## src/rtl/core/rsst_pkg.sv

```systemverilog
`default_nettype none

package rsst_pkg;

    localparam int KIND_W     = 1;
    localparam int POS_W      = 10;
    localparam int IDX_W      = 11;
    localparam int TOTAL_W    = 42;
    localparam int APB_ADDR_W = 3;
    localparam int APB_DATA_W = 32;

    localparam logic [KIND_W-1:0] KIND_UPDATE = 1'b0;
    localparam logic [KIND_W-1:0] KIND_QUERY  = 1'b1;

    localparam logic REG_USED_SIZE = 1'b0;

    typedef enum logic [2:0] {
        ST_CLEAR,
        ST_IDLE,
        ST_DOWN,
        ST_UP,
        ST_WALK,
        ST_DRAIN,
        ST_RESULT
    } t_state;

    typedef enum logic [2:0] {
        OP_NONE,
        OP_LOAD,
        OP_CLEAR,
        OP_DOWN,
        OP_UP,
        OP_WALK
    } t_dp_op;

    typedef struct packed {
        t_dp_op op;
        logic   clr_init;
    } t_cmd;

    typedef struct packed {
        logic clr_last;
        logic leaf;
        logic root;
        logic up_last;
        logic walk_done;
        logic query_in;
        logic bad_in;
    } t_status;

endpackage

`default_nettype wire

```

## src/rtl/core/rsst_ctrl.sv

```systemverilog
`default_nettype none

module rsst_ctrl import rsst_pkg::*; (
    input  wire logic    i_clk,
    input  wire logic    i_rst_n,
    input  wire logic    i_cfg_wr,
    input  wire logic    i_in_valid,
    output logic         o_in_ready,
    input  wire logic    i_out_ready,
    output logic         o_out_valid,
    input  wire t_status i_status,
    output t_cmd         o_cmd
);
    t_state r_state;
    t_state n_state;
    logic   w_accept;

    assign w_accept = i_in_valid && o_in_ready;

    always_comb begin
        n_state = r_state;
        unique case (r_state)
            ST_CLEAR: begin
                if (i_status.clr_last) n_state = ST_IDLE;
            end
            ST_IDLE: begin
                if (w_accept) begin
                    if (i_status.query_in)    n_state = ST_WALK;
                    else if (i_status.bad_in) n_state = ST_RESULT;
                    else                      n_state = ST_DOWN;
                end
            end
            ST_DOWN: begin
                if (i_status.leaf) begin
                    n_state = i_status.root ? ST_RESULT : ST_UP;
                end
            end
            ST_UP: begin
                if (i_status.up_last) n_state = ST_RESULT;
            end
            ST_WALK: begin
                if (i_status.walk_done) n_state = ST_DRAIN;
            end
            ST_DRAIN: begin
                n_state = ST_RESULT;
            end
            ST_RESULT: begin
                if (i_out_ready) n_state = ST_IDLE;
            end
            default: n_state = ST_CLEAR;
        endcase
        // A new used size reshapes the tree, so the store is swept again.
        if (i_cfg_wr) n_state = ST_CLEAR;
    end

    always_comb begin
        o_cmd.op       = OP_NONE;
        o_cmd.clr_init = i_cfg_wr;
        o_in_ready     = 1'b0;
        o_out_valid    = 1'b0;
        unique case (r_state)
            ST_CLEAR: o_cmd.op = OP_CLEAR;
            ST_IDLE: begin
                o_in_ready = !i_cfg_wr;
                if (w_accept) o_cmd.op = OP_LOAD;
            end
            ST_DOWN:   o_cmd.op = OP_DOWN;
            ST_UP:     o_cmd.op = OP_UP;
            ST_WALK:   o_cmd.op = OP_WALK;
            ST_DRAIN:  o_cmd.op = OP_NONE;
            ST_RESULT: o_out_valid = 1'b1;
            default:   o_cmd.op = OP_NONE;
        endcase
    end

    always_ff @(posedge i_clk) begin
        if (!i_rst_n) begin
            r_state <= ST_CLEAR;
        end else begin
            r_state <= n_state;
        end
    end
endmodule

`default_nettype wire

```

## config.mk

```make
export PLATFORM = sky130hd
export DESIGN_NAME = rsst_ctrl
export DESIGN_NICKNAME = d
export VERILOG_FILES = /design/src/rtl/core/rsst_pkg.sv /design/src/rtl/core/rsst_ctrl.sv
export SDC_FILE = /design/constraint.sdc
export NUM_CORES = 1
export LEC_CHECK = 0
export ABC_AREA = 0
export BUFFER_PORTS_ARGS = -buffer_cell sky130_fd_sc_hd__buf_2
export CAP_MARGIN = 10
export CORE_AREA = 4 4 41 43
export DETAILED_ROUTE_END_ITERATION = 10
export DIE_AREA = 0 0 45 47
export PLACE_DENSITY_LB_ADDON = 0.15
export SLEW_MARGIN = 20
export SYNTH_ARGS = -nofsm -noshare
export SYNTH_HDL_FRONTEND = slang
export SYNTH_SLANG_ARGS = --single-unit
```

## constraint.sdc

```tcl
create_clock -name i_clk -period 2.45 [get_ports i_clk]
set_clock_uncertainty 0.2 [all_clocks]
set_input_delay 0.49 -clock i_clk [delete_from_list [all_inputs] [get_ports i_clk]]
set_output_delay 0.49 -clock i_clk [all_outputs]
set_load 0.01 [all_outputs]
```

Word level (Yosys, flattened, before mapping):

Cells that the tools add are included.
Widths: inputs -> output; s select.

* eq/ne operators: 12
* reductions and logical operators: 5
* bitwise logic cells: 1
* mux-type cells: 14

Operators with widths (number)
* $mux 3: 9
* $pmux 3 s7: 1
* $pmux 3 s5: 1
* $ne 2x2->1 const B: 6
* $eq 3x3->1 const B: 3
* $eq 3x2->1 const B: 2
* $reduce_and 6->1: 1
* $eq 3x1->1 const B: 1
* $logic_not 3->1: 1
* $mux 1: 3
* $reduce_or 2->1: 1
* $logic_and 1x1->1: 1
* $logic_not 1->1: 1
* $not 1->1: 1

* flip-flop bits (word level): 3
* input bits: 12
* logic and storage cells: 33
* output and inout port bits: 6

Longest topological paths before layout:

* depth in word-level cells: 5
* depth in mapped cells: 5
* depth with buffers taken out: 4

Worst setup path after synthesis:

Ideal clock, no wire load.

* path kind: flip-flop to output port
* start: reg r_state[1]
* end: out o_cmd[3] in the netlist's numbering
* setup slack: 722 ps
* data required time: 1760 ps
* cell stages (with the launch flop): 3
* buffers on the path: 1
* arrival: 1038 ps
* cells stage by stage: dfxtp_1 > clkbuf_1 > mux2_2

RTL lines
* from (decl): RTL line rsst_ctrl.sv:14 `t_state r_state;`
* from (signal assigned): RTL line rsst_ctrl.sv:80 `r_state <= n_state;`
* to (decl): RTL line rsst_ctrl.sv:12 `output t_cmd o_cmd`

==> qor.txt <==
outcome = finished clean
TritonCTS Buffers = 3
Switching Fraction = 0.2966
Cell Area, Synth = 314.1 um2
CP max FO = 10
Pins Over Slew Limit = 0
Core ar. = 1301 um2
Critical Path End Type = output pin
TNS Setup = 0 ns
GR Util All Layers = 0.08840
Die Width = 45 um
most frequent cells in the layout = buf_2, nor2_1
CTS Sinks = 3
hpwl dp = 615.9 um
routed length per instance = 10.86 um
first-pass GRT wire length = 1297 um
Final setup viols = 0
Syn Inst Count = 42
max-cap check violation count = 0
RSZ-0062 raised after global routing = no
max FFs per register = 3
Die Span Y = 47 um
Worst-Skew Late Latency = 0.23 ns
die footprint = 2115 um2
Pint = 0.1416 mW
class of the worst hold path = in -> reg
initial drt markers = 7
CTS H-Tree Depth = 1
Worst-path clk slew = 0.04 ns
placed cell areas = 390.4 um2
CTS Hold Bufs = 0
fin area = 416.7 um2
DRT antenna net count = 0
Leakage Power = 0.2060 nW
minimum clock period = 2.061 ns
DRT Pass-1 Iters = 4
critical path type = reg -> out
largest reg by FF count = r_state
Syn Area/Cell = 7.477 um2
synth-to-layout area growth = 32.67%
Synthesis Warnings = 0
Netlist cell types = 25
Syn Nets = 54
# IOs = 18
cell family with the largest share of critical-path delay = flip-flops
clock share of power = 0.426
Seq cells post-synth = 3
Peak Freq = 485.2 MHz
Starting Density = 0.2413
Placer Congestion = 0.7005
DRT Wirelength = 804 um
Final Util = 0.3202
layout net count = 72
worst-margin pin slew = 0.4764 ns
commonest non-fill, non-tap cell in the layout = buf_2
# DRC = 0
vias per cell = 4.649
TritonCTS clock tree = built
Resize count post-CTS = 0
grt ovf = 0
Combinational Power Share = 0.268
worst-path cell chain = and2b_1, mux2_2, buf_2
sequential share of the synthesized area = 0.1912
PwrDens = 483.2 nW/um2
largest net degree at the start of global routing = 16
Antenna diodes = 0
Tcrit/Tclk final = 0.8413
Final Hold Vio Count = 0
Worst VDD drop = 0.2029 mV
Rel. slew slack = 0.6820
Reg power frac = 0.306
CTS max path bufs = 2
worst path bufs/invs = 1
CP max stage delay = 0.50 ns
Worst EP arrival = 1.37 ns
vias in the first global route = 305
via count = 344
CTS root buf = clkbuf_4
port bufs = 17
row cnt = 13
initial antenna violation count = 0
Psw = 0.05971 mW
Post-CTS Setup Bufs = 0
Critical Path Source Type = flop
Req. time, crit path = 1.76 ns
layout cells sized above 1 = 0.3729
Largest regs = r_state (3)
slowest CP cell = dfxtp_1
==> worst register-to-register path: stages, from the launching register on <==
cell and delay, ns:
dfxtp_1 0.61, nor2_1 0.10, a22o_1 0.27, and3_1 0.19, a41o_1 0.19
==> stage by stage <==
stage                     worst slack, ns  cells  total power, mW  hold WS [ns]
after floorplan                    0.7220     42          0.09823        0.4553
after global placement             0.6141     70           0.1169        0.5238
after detailed placement           0.6422     70           0.1163        0.5292
after CTS                          0.3881     74           0.2064        0.4148
after global routing               0.1994     74           0.2268        0.4250
final                              0.3888     74           0.2013        0.4224
==> power groups by stage <==
stage	clock network, mW	registers [mW]	logic, mW
2_1_floorplan	0	0.0548	0.0434
3_3_place_gp	0	0.0623	0.0546
3_5_place_dp	0	0.0619	0.0544
4_1_cts	0.0907	0.0611	0.0546
5_1_grt	0.102	0.0630	0.0614
6_report	0.0857	0.0616	0.0540
==> routing by layer <==
layer  up-vias  wire length [um]  GRT usage  part of all wire
met5         -                 0          0                 0
met4         0                17    0.08772             0.021
met2        12               343     0.1186              0.43
met3         2                59    0.02299             0.073
met1       150               384     0.1111              0.48
li1        180                 -          -                 -
==> cell families (layout without fill, tap and decap cells) <==
kind of cell           after synthesis  after routing  synth area share
muxes                                3              3           0.09960
and+or+nand+nor                     18             18            0.2988
DFF                                  3              3            0.1912
buffers and inverters                6             23            0.1115
AOI/OAI and AO/OA                   12             12            0.2988
==> synthesized netlist by cell type <==
master	n	area (um2)
a211oi_2	1	12.51
a22o_1	2	17.52
a311oi_1	1	8.760
a31oi_1	1	6.260
a41o_1	1	10.01
and2_1	1	6.260
and2b_1	1	7.510
and3_1	1	6.260
buf_2	1	5.000
buf_4	1	7.510
buf_6	1	11.26
clkbuf_1	1	3.750
dfxtp_1	3	60.06
inv_1	2	7.510
mux2_2	1	11.26
mux2i_1	2	20.02
nand2_1	2	7.510
nand2b_1	2	12.51
nor2_1	6	22.52
nor2b_1	3	18.77
nor3_1	1	5.000
nor3b_1	1	7.510
o21a_1	2	15.01
o21ai_0	3	15.01
o31a_1	1	8.760
==> path summary, 6_finish.rpt <==
path | slack (ns) | from | depth (start not counted) | to
worst max-delay path | 0.39 | r_state[2] | 3 | o_cmd[3]
worst max register to register | 0.77 | r_state[1] | 4 | r_state[2]
worst min-delay path | 0.42 | i_cfg_wr | 3 | r_state[0]
worst min register to register | 0.55 | r_state[1] | 1 | r_state[1]
==> area by class of cell <==
class                      instances  area, um2
tap                               15      18.77
clock buffer                       4      26.28
fill                             154      884.6
inverter                           2      7.507
sequential                         3      60.06
timing repair buffer              17      85.08
multi-input combinational         33      219.0
No activity file was read; power rests on OpenSTA's default activity.
